## config.mk

```make
export PLATFORM = sky130hd
export DESIGN_NAME = encoder_speed_averager_core_flat
export DESIGN_NICKNAME = d
export VERILOG_FILES = /design/src/hdl/esa_pkg.sv /design/src/hdl/esa_if.sv /design/src/hdl/esa_ram.sv /design/src/hdl/esa_div.sv /design/src/hdl/esa_dp.sv /design/src/hdl/esa_ctrl.sv /design/src/hdl/encoder_speed_averager_core.sv /design/src/flat_wrapper.sv
export SDC_FILE = /design/constraint.sdc
export NUM_CORES = 2
export LEC_CHECK = 0
export ABC_CLOCK_PERIOD_IN_PS = 16100
export CAP_MARGIN = 30
export CORE_MARGIN = 1.5
export CORE_UTILIZATION = 30
export DETAILED_ROUTE_END_ITERATION = 7
export DONT_BUFFER_PORTS = 1
export PLACE_DENSITY = 0.51
export SETUP_SLACK_MARGIN = 0.05
export SLEW_MARGIN = 20
export SYNTH_ARGS = -nofsm -noshare
export SYNTH_HDL_FRONTEND = slang
export SYNTH_SLANG_ARGS = --single-unit
```

## constraint.sdc

```tcl
create_clock -name clk_i -period 16.1 [get_ports clk_i]
set_clock_uncertainty 0.2 [all_clocks]
set_input_delay 0.805 -clock clk_i [delete_from_list [all_inputs] [get_ports clk_i]]
set_output_delay 0.805 -clock clk_i [all_outputs]
set_load 0.005 [all_outputs]
```

## src/hdl/esa_pkg.sv

```systemverilog
// Shared widths, reset values, register indexes and control structs for the
// encoder speed averager. No dependencies.
`timescale 1ns / 1ps

package esa_pkg;

  // Field widths.
  localparam int unsigned CNT_W   = 16;
  localparam int unsigned OVF_W   = 16;
  localparam int unsigned LINES_W = 14;
  localparam int unsigned RATE_W  = 16;
  localparam int unsigned SPD_W   = 16;

  // Datapath widths.
  localparam int unsigned CPR_W   = LINES_W + 2;       // 4 * lines
  localparam int unsigned K_W     = 20;                // rate * 10 < 2^20
  localparam int unsigned WRAP_W  = OVF_W + CPR_W;     // overflows * counts per rev
  localparam int unsigned D0_W    = CNT_W + 1;         // signed count difference
  localparam int unsigned DELTA_W = WRAP_W + 2;        // signed full delta
  localparam int unsigned MAG_W   = DELTA_W - 1;       // magnitude of delta
  localparam int unsigned PROD_W  = MAG_W + K_W;       // |delta| * rate * 10
  localparam int unsigned DIVD_W  = PROD_W + 1;        // even dividend width
  localparam int unsigned DIV_STEPS_SPEED = DIVD_W / 2;
  localparam int unsigned DIV_CNT_W = $clog2(DIV_STEPS_SPEED + 1);

  // Configuration.
  localparam int unsigned CFG_IDX_W  = 2;
  localparam int unsigned CFG_DATA_W = 16;
  localparam logic [CFG_IDX_W-1:0] REG_LINES = 2'd0;
  localparam logic [CFG_IDX_W-1:0] REG_RATE  = 2'd1;
  localparam logic [LINES_W-1:0] LINES_RST = 14'd400;
  localparam logic [RATE_W-1:0]  RATE_RST  = 16'd1000;

  localparam int unsigned RING_DEPTH_DEF = 8;

  // Commands from the controller to the datapath.
  typedef struct packed {
    logic load;
    logic mul_wrap;
    logic mag;
    logic mul_scale;
    logic div_speed;
    logic ring;
    logic avg;
    logic out_load;
  } esa_cmd_t;

  // Status from the datapath to the controller.
  typedef struct packed {
    logic div_done;
  } esa_sts_t;

endpackage

```

## src/hdl/esa_if.sv

```systemverilog
// Valid/ready channel interfaces for the encoder speed averager: input ticks,
// results and configuration writes. Depends on esa_pkg.
`timescale 1ns / 1ps

interface esa_in_if import esa_pkg::*; ();
  logic               valid;
  logic               ready;
  logic [CNT_W-1:0]   counter_value;
  logic [OVF_W-1:0]   overflow_count;
  logic               count_down;
  logic               clear_history;

  modport source (output valid, counter_value, overflow_count, count_down, clear_history,
                  input ready);
  modport sink   (input valid, counter_value, overflow_count, count_down, clear_history,
                  output ready);
endinterface

interface esa_out_if import esa_pkg::*; ();
  logic                     valid;
  logic                     ready;
  logic signed [SPD_W-1:0]  instant_speed;
  logic signed [SPD_W-1:0]  average_speed;

  modport source (output valid, instant_speed, average_speed, input ready);
  modport sink   (input valid, instant_speed, average_speed, output ready);
endinterface

interface esa_cfg_if import esa_pkg::*; ();
  logic                  valid;
  logic                  ready;
  logic [CFG_IDX_W-1:0]  index;
  logic [CFG_DATA_W-1:0] data;

  modport source (output valid, index, data, input ready);
  modport sink   (input valid, index, data, output ready);
endinterface

```

## src/hdl/esa_ram.sv

```systemverilog
// Generic single-write, single-read RAM with registered read data.
// No dependencies.
`timescale 1ns / 1ps

module esa_ram #(
  parameter int unsigned WIDTH = 16,
  parameter int unsigned DEPTH = 8,
  localparam int unsigned AW = (DEPTH > 1) ? $clog2(DEPTH) : 1
) (
  input  logic             clk_i,
  input  logic             we_i,
  input  logic [AW-1:0]    waddr_i,
  input  logic [WIDTH-1:0] wdata_i,
  input  logic             re_i,
  input  logic [AW-1:0]    raddr_i,
  output logic [WIDTH-1:0] rdata_o
);

  logic [WIDTH-1:0] mem_q [DEPTH];
  logic [WIDTH-1:0] rdata_q;

  always_ff @(posedge clk_i) begin
    if (we_i) begin
      mem_q[waddr_i] <= wdata_i;
    end
    if (re_i) begin
      rdata_q <= mem_q[raddr_i];
    end
  end

  assign rdata_o = rdata_q;

endmodule

```

## src/hdl/esa_div.sv

```systemverilog
// Restoring divider that retires two quotient bits per cycle and keeps the
// low quotient bits. Depends on esa_pkg for the counter width.
`timescale 1ns / 1ps

module esa_div import esa_pkg::*; #(
  parameter int unsigned DVD_W = DIVD_W,
  parameter int unsigned DVS_W = CPR_W,
  parameter int unsigned Q_W   = SPD_W
) (
  input  logic                 clk_i,
  input  logic                 rst_ni,
  input  logic                 start_i,
  input  logic [DVD_W-1:0]     dividend_i,
  input  logic [DVS_W-1:0]     divisor_i,
  input  logic [DIV_CNT_W-1:0] steps_i,
  output logic                 done_o,
  output logic [Q_W-1:0]       quotient_o
);

  logic [DVD_W-1:0]     dvd_q;
  logic [DVS_W-1:0]     dvs_q;
  logic [DVS_W-1:0]     rem_q;
  logic [Q_W-1:0]       quo_q;
  logic [DIV_CNT_W-1:0] cnt_q;
  logic                 busy_q;

  logic [DVS_W:0]   trial1, trial2, dvs_ext;
  logic             ge1, ge2;
  logic [DVS_W-1:0] rem1, rem2;

  // Two dependent shift-subtract steps; the partial remainder always stays
  // below the divisor, so it fits the divisor width.
  always_comb begin
    dvs_ext = {1'b0, dvs_q};
    trial1  = {rem_q, dvd_q[DVD_W-1]};
    ge1     = (trial1 >= dvs_ext);
    rem1    = ge1 ? DVS_W'(trial1 - dvs_ext) : DVS_W'(trial1);
    trial2  = {rem1, dvd_q[DVD_W-2]};
    ge2     = (trial2 >= dvs_ext);
    rem2    = ge2 ? DVS_W'(trial2 - dvs_ext) : DVS_W'(trial2);
  end

  always_ff @(posedge clk_i or negedge rst_ni) begin
    if (!rst_ni) begin
      busy_q <= 1'b0;
      cnt_q  <= '0;
    end else if (start_i) begin
      busy_q <= 1'b1;
      cnt_q  <= steps_i;
    end else if (busy_q) begin
      cnt_q <= cnt_q - 1'b1;
      if (cnt_q == DIV_CNT_W'(1)) begin
        busy_q <= 1'b0;
      end
    end
  end

  always_ff @(posedge clk_i) begin
    if (start_i) begin
      dvd_q <= dividend_i;
      dvs_q <= divisor_i;
      rem_q <= '0;
      quo_q <= '0;
    end else if (busy_q) begin
      dvd_q <= dvd_q << 2;
      rem_q <= rem2;
      quo_q <= {quo_q[Q_W-3:0], ge1, ge2};
    end
  end

  // The last step is taken at the edge that ends this cycle.
  assign done_o     = busy_q && (cnt_q == DIV_CNT_W'(1));
  assign quotient_o = quo_q;

endmodule

```

## src/hdl/esa_dp.sv

```systemverilog
// Datapath of the encoder speed averager: configuration registers, delta and
// scaling arithmetic, speed ring with its running sum, and the output register.
// Depends on esa_pkg, esa_ram and esa_div.
`timescale 1ns / 1ps

module esa_dp import esa_pkg::*; #(
  parameter int unsigned RING_DEPTH = RING_DEPTH_DEF
) (
  input  logic                   clk_i,
  input  logic                   rst_ni,
  input  esa_cmd_t               cmd_i,
  output esa_sts_t               sts_o,
  input  logic                   cfg_we_i,
  input  logic [CFG_IDX_W-1:0]   cfg_idx_i,
  input  logic [CFG_DATA_W-1:0]  cfg_data_i,
  input  logic [CNT_W-1:0]       counter_value_i,
  input  logic [OVF_W-1:0]       overflow_count_i,
  input  logic                   count_down_i,
  input  logic                   clear_history_i,
  output logic signed [SPD_W-1:0] instant_speed_o,
  output logic signed [SPD_W-1:0] average_speed_o
);

  localparam int unsigned IW = (RING_DEPTH > 1) ? $clog2(RING_DEPTH) : 1;
  localparam int unsigned SW = SPD_W + $clog2(RING_DEPTH);
  // The ring mean is taken by a reciprocal multiplication that is exact for
  // every sum magnitude below 2^SW.
  localparam int unsigned AVG_SH = SW + $clog2(RING_DEPTH);
  localparam int unsigned RCP_W  = SW + 1;
  localparam int unsigned AVG_PW = SW + RCP_W;
  localparam logic [RCP_W-1:0] AVG_RCP =
    RCP_W'(((64'd1 << AVG_SH) + 64'(RING_DEPTH) - 64'd1) / 64'(RING_DEPTH));

  // Configuration and state that survive between ticks.
  logic [LINES_W-1:0]     lines_q;
  logic [RATE_W-1:0]      rate_q;
  logic [CNT_W-1:0]       prev_q;
  logic                   first_q;
  logic [RING_DEPTH-1:0]  vld_q;
  logic [IW-1:0]          idx_q;
  logic signed [SW-1:0]   sum_q;

  // Per-tick working registers.
  logic [D0_W-1:0]    d0_q;
  logic [OVF_W-1:0]   ovf_q;
  logic               down_q;
  logic               zero_q;
  logic [WRAP_W-1:0]  wrap_q;
  logic [K_W-1:0]     k_q;
  logic               neg_q;
  logic [MAG_W-1:0]   mag_q;
  logic [PROD_W-1:0]  prod_q;
  logic [SPD_W-1:0]   speed_q;
  logic [SPD_W-1:0]   avg_mag_q;
  logic [SPD_W-1:0]   out_speed_q;
  logic [SPD_W-1:0]   out_avg_q;

  logic [CPR_W-1:0]   cpr;
  logic [DELTA_W-1:0] delta;
  logic [SPD_W-1:0]   quo;
  logic [SPD_W-1:0]   speed_d;
  logic [SPD_W-1:0]   old_speed;
  logic [SPD_W-1:0]   ram_rdata;
  logic [SW-1:0]      sum_mag;
  logic [AVG_PW-1:0]  avg_prod;
  logic               div_done;

  assign cpr = {lines_q, 2'b00};

  always_comb begin
    if (down_q) begin
      delta = DELTA_W'($signed(d0_q)) - DELTA_W'(wrap_q);
    end else begin
      delta = DELTA_W'($signed(d0_q)) + DELTA_W'(wrap_q);
    end
  end

  // Speed is zero on the first measurement, on a tick that clears the history and when there are no lines.
  always_comb begin
    if (zero_q) begin
      speed_d = '0;
    end else if (neg_q) begin
      speed_d = SPD_W'(-quo);
    end else begin
      speed_d = quo;
    end
  end

  assign old_speed = vld_q[idx_q] ? ram_rdata : '0;
  assign sum_mag   = sum_q[SW-1] ? SW'(-sum_q) : SW'(sum_q);
  assign avg_prod  = AVG_PW'(sum_mag) * AVG_PW'(AVG_RCP);

  // The divider serves the speed, dividing by the counts per revolution.
  esa_div #(
    .DVD_W (DIVD_W),
    .DVS_W (CPR_W),
    .Q_W   (SPD_W)
  ) u_div (
    .clk_i      (clk_i),
    .rst_ni     (rst_ni),
    .start_i    (cmd_i.div_speed),
    .dividend_i ({1'b0, prod_q}),
    .divisor_i  (cpr),
    .steps_i    (DIV_CNT_W'(DIV_STEPS_SPEED)),
    .done_o     (div_done),
    .quotient_o (quo)
  );

  esa_ram #(
    .WIDTH (SPD_W),
    .DEPTH (RING_DEPTH)
  ) u_ring (
    .clk_i   (clk_i),
    .we_i    (cmd_i.ring),
    .waddr_i (idx_q),
    .wdata_i (speed_d),
    .re_i    (cmd_i.load),
    .raddr_i (idx_q),
    .rdata_o (ram_rdata)
  );

  always_ff @(posedge clk_i or negedge rst_ni) begin
    if (!rst_ni) begin
      lines_q <= LINES_RST;
      rate_q  <= RATE_RST;
      prev_q  <= '0;
      first_q <= 1'b1;
      vld_q   <= '0;
      idx_q   <= '0;
      sum_q   <= '0;
    end else begin
      if (cfg_we_i) begin
        case (cfg_idx_i)
          REG_LINES: lines_q <= cfg_data_i[LINES_W-1:0];
          REG_RATE:  rate_q  <= cfg_data_i[RATE_W-1:0];
          default: ;
        endcase
      end
      if (cmd_i.load) begin
        prev_q  <= counter_value_i;
        first_q <= 1'b0;
        if (clear_history_i) begin
          vld_q <= '0;
          sum_q <= '0;
        end
      end
      if (cmd_i.ring) begin
        vld_q[idx_q] <= 1'b1;
        sum_q <= sum_q - SW'($signed(old_speed)) + SW'($signed(speed_d));
        if (idx_q == IW'(RING_DEPTH - 1)) begin
          idx_q <= '0;
        end else begin
          idx_q <= idx_q + 1'b1;
        end
      end
    end
  end

  always_ff @(posedge clk_i) begin
    if (cmd_i.load) begin
      d0_q   <= {1'b0, counter_value_i} - {1'b0, prev_q};
      ovf_q  <= overflow_count_i;
      down_q <= count_down_i;
      zero_q <= clear_history_i | first_q | (lines_q == '0);
    end
    if (cmd_i.mul_wrap) begin
      wrap_q <= WRAP_W'(ovf_q) * WRAP_W'(cpr);
      k_q    <= K_W'({rate_q, 3'b000}) + K_W'({rate_q, 1'b0});
    end
    if (cmd_i.mag) begin
      neg_q <= delta[DELTA_W-1];
      mag_q <= delta[DELTA_W-1] ? MAG_W'(-delta) : MAG_W'(delta);
    end
    if (cmd_i.mul_scale) begin
      prod_q <= PROD_W'(mag_q) * PROD_W'(k_q);
    end
    if (cmd_i.ring) begin
      speed_q <= speed_d;
    end
    if (cmd_i.avg) begin
      avg_mag_q <= avg_prod[AVG_SH +: SPD_W];
    end
    if (cmd_i.out_load) begin
      out_speed_q <= speed_q;
      out_avg_q   <= sum_q[SW-1] ? SPD_W'(-avg_mag_q) : avg_mag_q;
    end
  end

  assign sts_o.div_done  = div_done;
  assign instant_speed_o = $signed(out_speed_q);
  assign average_speed_o = $signed(out_avg_q);

endmodule

```

## src/hdl/esa_ctrl.sv

```systemverilog
// Controller of the encoder speed averager: sequences one tick through the
// datapath and owns the input and output handshakes. Depends on esa_pkg.
`timescale 1ns / 1ps

module esa_ctrl import esa_pkg::*; (
  input  logic     clk_i,
  input  logic     rst_ni,
  input  logic     in_valid_i,
  output logic     in_ready_o,
  output logic     out_valid_o,
  input  logic     out_ready_i,
  input  esa_sts_t sts_i,
  output esa_cmd_t cmd_o
);

  localparam logic [3:0] S_IDLE  = 4'd0;
  localparam logic [3:0] S_WRAP  = 4'd1;
  localparam logic [3:0] S_MAG   = 4'd2;
  localparam logic [3:0] S_SCALE = 4'd3;
  localparam logic [3:0] S_SDIV0 = 4'd4;
  localparam logic [3:0] S_SDIV  = 4'd5;
  localparam logic [3:0] S_RING  = 4'd6;
  localparam logic [3:0] S_AVG   = 4'd7;
  localparam logic [3:0] S_DONE  = 4'd8;

  logic [3:0] state_q, state_d;
  logic       out_valid_q, out_valid_d;
  logic       slot_free;

  assign slot_free = !out_valid_q || out_ready_i;

  always_comb begin
    state_d     = state_q;
    out_valid_d = out_valid_q && !out_ready_i;
    cmd_o       = '0;
    case (state_q)
      S_IDLE: begin
        if (in_valid_i) begin
          cmd_o.load = 1'b1;
          state_d    = S_WRAP;
        end
      end
      S_WRAP: begin
        cmd_o.mul_wrap = 1'b1;
        state_d        = S_MAG;
      end
      S_MAG: begin
        cmd_o.mag = 1'b1;
        state_d   = S_SCALE;
      end
      S_SCALE: begin
        cmd_o.mul_scale = 1'b1;
        state_d         = S_SDIV0;
      end
      S_SDIV0: begin
        cmd_o.div_speed = 1'b1;
        state_d         = S_SDIV;
      end
      S_SDIV: begin
        if (sts_i.div_done) begin
          state_d = S_RING;
        end
      end
      S_RING: begin
        cmd_o.ring = 1'b1;
        state_d    = S_AVG;
      end
      S_AVG: begin
        cmd_o.avg = 1'b1;
        state_d   = S_DONE;
      end
      S_DONE: begin
        if (slot_free) begin
          cmd_o.out_load = 1'b1;
          out_valid_d    = 1'b1;
          state_d        = S_IDLE;
        end
      end
      default: begin
        state_d = S_IDLE;
      end
    endcase
  end

  always_ff @(posedge clk_i or negedge rst_ni) begin
    if (!rst_ni) begin
      state_q     <= S_IDLE;
      out_valid_q <= 1'b0;
    end else begin
      state_q     <= state_d;
      out_valid_q <= out_valid_d;
    end
  end

  assign in_ready_o  = (state_q == S_IDLE);
  assign out_valid_o = out_valid_q;

endmodule

```

## src/hdl/encoder_speed_averager_core.sv

```systemverilog
// Top level of the encoder speed averager: controller, datapath and channel
// wiring. Depends on esa_pkg, esa_if, esa_ctrl and esa_dp.
`timescale 1ns / 1ps

// The block turns one encoder sample per speed tick into an instantaneous
// speed in 0.1 rev/s and the mean of the last RING_DEPTH speeds.
// Input channel: one transaction per tick, carrying the settled counter value,
// the overflows since the previous tick, the count direction and a request to
// clear the speed history before this tick is used.
// Output channel: one transaction per tick with both speeds.
// Configuration channel: always ready; index 0 writes the encoder lines per
// revolution, index 1 the tick rate in hertz; other indexes are ignored.
// Write it only while no tick is in flight.
// From an accepted input transaction to a valid result, a tick passes through
// the load, the wrap product, the magnitude, the scale product, the divider
// start, the two-bit-per-cycle speed divider, the ring update, the mean and
// the output load, in that order. One tick is in work at a time, so a new
// input transaction is taken in the cycle after the result is loaded.
// A finished result sits in an output register; a stalled receiver does not
// stop the next tick from being computed, only from being delivered.
// Reset restores the default configuration (400 lines, 1000 Hz), empties the
// history and marks the next tick as the first measurement, which reads 0.

module encoder_speed_averager_core import esa_pkg::*; #(
  parameter int unsigned RING_DEPTH = RING_DEPTH_DEF
) (
  input  logic        clk_i,
  input  logic        rst_ni,
  esa_in_if.sink      in_i,
  esa_out_if.source   out_o,
  esa_cfg_if.sink     cfg_i
);

  esa_cmd_t cmd;
  esa_sts_t sts;
  logic     cfg_we;

  // Configuration writes are always taken.
  assign cfg_i.ready = 1'b1;
  assign cfg_we      = cfg_i.valid;

  esa_ctrl u_ctrl (
    .clk_i       (clk_i),
    .rst_ni      (rst_ni),
    .in_valid_i  (in_i.valid),
    .in_ready_o  (in_i.ready),
    .out_valid_o (out_o.valid),
    .out_ready_i (out_o.ready),
    .sts_i       (sts),
    .cmd_o       (cmd)
  );

  esa_dp #(
    .RING_DEPTH (RING_DEPTH)
  ) u_dp (
    .clk_i            (clk_i),
    .rst_ni           (rst_ni),
    .cmd_i            (cmd),
    .sts_o            (sts),
    .cfg_we_i         (cfg_we),
    .cfg_idx_i        (cfg_i.index),
    .cfg_data_i       (cfg_i.data),
    .counter_value_i  (in_i.counter_value),
    .overflow_count_i (in_i.overflow_count),
    .count_down_i     (in_i.count_down),
    .clear_history_i  (in_i.clear_history),
    .instant_speed_o  (out_o.instant_speed),
    .average_speed_o  (out_o.average_speed)
  );

endmodule
```

## src/flat_wrapper.sv

```systemverilog
// flat-port wrapper written by rule: the top's interface ports become plain ports
module encoder_speed_averager_core_flat import esa_pkg::*;
#(
  parameter int unsigned RING_DEPTH = RING_DEPTH_DEF
)
  (clk_i, rst_ni, in_i_valid, in_i_counter_value, in_i_overflow_count, in_i_count_down, in_i_clear_history, in_i_ready, out_o_valid, out_o_instant_speed, out_o_average_speed, out_o_ready, cfg_i_valid, cfg_i_index, cfg_i_data, cfg_i_ready);
  esa_in_if in_i_i ();
  esa_out_if out_o_i ();
  esa_cfg_if cfg_i_i ();
  input  logic clk_i;
  input  logic rst_ni;
  input wire logic [$bits(in_i_i.valid)-1:0] in_i_valid;
  input wire logic [$bits(in_i_i.counter_value)-1:0] in_i_counter_value;
  input wire logic [$bits(in_i_i.overflow_count)-1:0] in_i_overflow_count;
  input wire logic [$bits(in_i_i.count_down)-1:0] in_i_count_down;
  input wire logic [$bits(in_i_i.clear_history)-1:0] in_i_clear_history;
  output wire logic [$bits(in_i_i.ready)-1:0] in_i_ready;
  output wire logic [$bits(out_o_i.valid)-1:0] out_o_valid;
  output wire logic [$bits(out_o_i.instant_speed)-1:0] out_o_instant_speed;
  output wire logic [$bits(out_o_i.average_speed)-1:0] out_o_average_speed;
  input wire logic [$bits(out_o_i.ready)-1:0] out_o_ready;
  input wire logic [$bits(cfg_i_i.valid)-1:0] cfg_i_valid;
  input wire logic [$bits(cfg_i_i.index)-1:0] cfg_i_index;
  input wire logic [$bits(cfg_i_i.data)-1:0] cfg_i_data;
  output wire logic [$bits(cfg_i_i.ready)-1:0] cfg_i_ready;
  assign in_i_i.valid = in_i_valid;
  assign in_i_i.counter_value = in_i_counter_value;
  assign in_i_i.overflow_count = in_i_overflow_count;
  assign in_i_i.count_down = in_i_count_down;
  assign in_i_i.clear_history = in_i_clear_history;
  assign in_i_ready = in_i_i.ready;
  assign out_o_valid = out_o_i.valid;
  assign out_o_instant_speed = out_o_i.instant_speed;
  assign out_o_average_speed = out_o_i.average_speed;
  assign out_o_i.ready = out_o_ready;
  assign cfg_i_i.valid = cfg_i_valid;
  assign cfg_i_i.index = cfg_i_index;
  assign cfg_i_i.data = cfg_i_data;
  assign cfg_i_ready = cfg_i_i.ready;
  encoder_speed_averager_core #(.RING_DEPTH(RING_DEPTH)) u_core (.clk_i(clk_i), .rst_ni(rst_ni), .in_i(in_i_i), .out_o(out_o_i), .cfg_i(cfg_i_i));
endmodule
```

==> summary.txt <==
Cells and area
  – Fill cells: 18900
  – Commonest non-fill, non-tap cell in the layout: inv_1
  – Area growth from synthesis to layout: 10.0%
  – Fraction of layout instances using a drive strength above 1: 6.30%
  – Final Core Density: 33.2%
  – Leading cell types in the layout, fill and taps excluded: inv_1, nand2_1, fa_1
  – Nets: 6586

Die
  – Starting Density: 30.2%
  – Core box area: 0.185 mm2
  – Die area: 0.189 mm2
  – DIE HEIGHT: 434 um
  – # rows: 158
  – Top Ports: 92
  – Die W: 434 um

GRT
  – GRT Util Overall: 15.3%
  – Vias in the first global route: 39100
  – Largest net degree at the start of global routing: 89
  – First-pass GRT wire length: 225 mm
  – Grt total ovfl: 0
  – Initial antenna violation count: 16

Clock tree
  – CTS root buf: clkbuf_16
  – Post-CTS sizing: 0
  – Total CTS buffers: 70
  – Clock sink count: 565
  – Worst skew pair latency: 0.69 ns
  – CTS tree: done
  – Clk slew on worst S/H paths: 0.05 ns
  – H-Tree Depth: 3
  – Clock tree buffer depth: 3

Route
  – Via count: 37600
  – WL/cell: 18.0 um
  – Drt first pass iters: 6
  – Starting DRT DRC Count: 2378
  – Final WL: 143 mm
  – DRC: 0
  – Remaining antenna violation count after routing: 0
  – DR vias/cell: 4.72

Synthesis
  – Register area share after synthesis: 29.0%
  – Synth area leaders: fa_1, edfxtp_1, ha_1, inv_1, nand2_1
  – Main flop type after synthesis: edfxtp_1
  – Post-Syn Instances: 5472
  – Netlist Area Pre-Place: 0.0558 mm2
  – Cell taking the most area after synthesis: fa_1
  – Yosys warnings: 0
  – Mean Syn Cell Area: 10.2 um2
  – Syn_nets: 6636
  – Synthesized flop and latch total: 565
  – Yosys top cell area share: 25.6%
  – Post-synth EDFFs: 444
  – Yosys cell types: 94
  – Ys async rst share: 15.6%

Place
  – HPWL Detailed: 106 mm
  – Gpl congestion: 0.826
  – I/O Buffers: 0

Timing
  – Slew @ Worst Pin: 1.02 ns
  – Post-route setup TNS: 0 ns
  – Final Hold Vio Count: 0
  – Minimum clock period after layout: 8.29 ns
  – Crit share post-route: 51.5%
  – Worst relative slew slack: 31.9%
  – Slew Viols, Final: 0
  – Final hold slack: 0.0535 ns
  – Maximum clock rate: 121 MHz
  – RSZ-0062 raised after global routing: no
  – # setup viols final: 0

Flow run
  – Max_cap viols: 0

Hold path
  – Hold Path Sink: u_core.u_dp.prev_q[3]
  – HP Start: in_i_counter_value[3]
  – HP Class: primary input to flop
  – Worst hold stages: 2

Worst setup path
  – Worst Path Max Fanout: 19
  – Crit Path Class: flop to flop
  – CP delay by family, top: adder cells
  – Slowest cell on the critical path: edfxtp_1
  – Critical-path cell list: nand2_1, fa_1, fa_1, fa_1, inv_1, fa_1, fa_1, fa_1, ha_1, ha_1, and3_1, and4_1, a221oi_1, nor2_1, nor3_1, o2111ai_1, a41oi_1, o21ai_1, a21oi_1, xnor2_1
  – Worst EP required: 16.30 ns
  – Critical R2R Launch: u_core.u_dp.mag_q[17]
  – Cell mode on critical path: fa_1
  – Reg2reg setup slack: 7.81 ns
  – CP Buf/Inv Count: 1
  – Worst r2r path cells: 20
  – R2r endpoint: u_core.u_dp.prod_q[52]
  – CP endpoint kind: flop
  – Setup crit start kind: flop
  – CP Data Arrival Time: 8.49 ns
  – Crit-path max cell delay: 0.97 ns

Status
  – Outcome: completed
-- per-layer routing --
layer / GRT usage (%) / routed length, um / up-vias
li1: - / - / 17600
met1: 21.3 / 67100 / 19000
met2: 24.7 / 65100 / 787
met3: 2.79 / 7630 / 201
met4: 3.50 / 3060 / 4
met5: 0 / 34 / -
-- area by class of cell --
cell class              instances  area, um2  share of cell area [%]
multi-input cells            3820      35500                    57.9
flip-flops and latches        565      16200                    26.4
inverters                     865       3250                    5.30
well taps                    2480       3100                    5.06
clock buffers                  95       1920                    3.12
repair buffers                100        890                    1.45
clock inverters                33        459                   0.748
diodes                          3       7.51                  0.0122
-- cell usage after synthesis, types with 23 or more instances --
library cell,number
edfxtp_1,444
nand3_1,43
mux2_2,53
nand2b_1,27
o31ai_1,25
or2_2,27
o21ai_0,141
mux2i_1,30
or3_1,23
a21oi_1,188
nand2_1,779
clkbuf_1,203
and2_1,421
a211oi_1,23
ha_1,393
o21bai_1,23
xnor2_1,182
nor2b_1,46
xor2_1,71
mux4_2,34
a21o_1,79
dfrtp_1,78
inv_1,863
fa_1,714
dfxtp_1,33
nor2_1,172
nor3_1,62
-- logic make-up after synthesis --
group	share of synthesized area, %
AO/OA/AOI/OAI	7.31
XOR/XNOR	4.07
adder cells (fa/ha/maj)	34.4
buffers and inverters	7.36
flip-flops	29.0
multiplexers	2.98
other	0.00672
AND/OR/NAND/NOR	14.8
-- state kept, by name (all words and copies together) (netlist names), 17 cells and up --
signal	count
u_core.u_dp.d0_q	17
u_core.u_dp.k_q	19
u_core.u_dp.mag_q	33
u_core.u_dp.prod_q	52
u_core.u_dp.sum_q	19
u_core.u_dp.u_div.dvd_q	53
u_core.u_dp.u_ring.mem_q	128
u_core.u_dp.wrap_q	30
-- metrics by stage --
step	instance area (um2)	setup slack, ns	instances
4_1_cts	61300	7.72	7953
3_5_place_dp	58700	7.73	7801
2_1_floorplan	55800	9.15	5472
3_3_place_gp	58600	7.83	7799
6_report	61400	7.81	7961
5_1_grt	61400	7.40	7960
-- what timing repair did --
action | in CTS | in global routing
setup buffers | 0 | 0
hold buffers | 24 | 0
hold endpoints to repair | 110 | 0
-- worst max path at each step --
stage / cells past startpoint / start / endpoint / slack (ns)
final: 20 / u_core.u_dp.mag_q[17] / u_core.u_dp.prod_q[52] / 7.81
after global routing: 20 / u_core.u_dp.mag_q[10] / u_core.u_dp.prod_q[52] / 7.40
after CTS: 21 / u_core.u_dp.mag_q[17] / u_core.u_dp.prod_q[52] / 7.72
after detailed placement: 21 / u_core.u_dp.mag_q[17] / u_core.u_dp.prod_q[52] / 7.73
after global placement: 21 / u_core.u_dp.mag_q[17] / u_core.u_dp.prod_q[52] / 7.83
after floorplan: 22 / u_core.u_dp.mag_q[11] / u_core.u_dp.prod_q[52] / 9.15
Power is not shown: default switching activity piles up to over one toggle a cycle in this logic, so the estimate is an artifact.
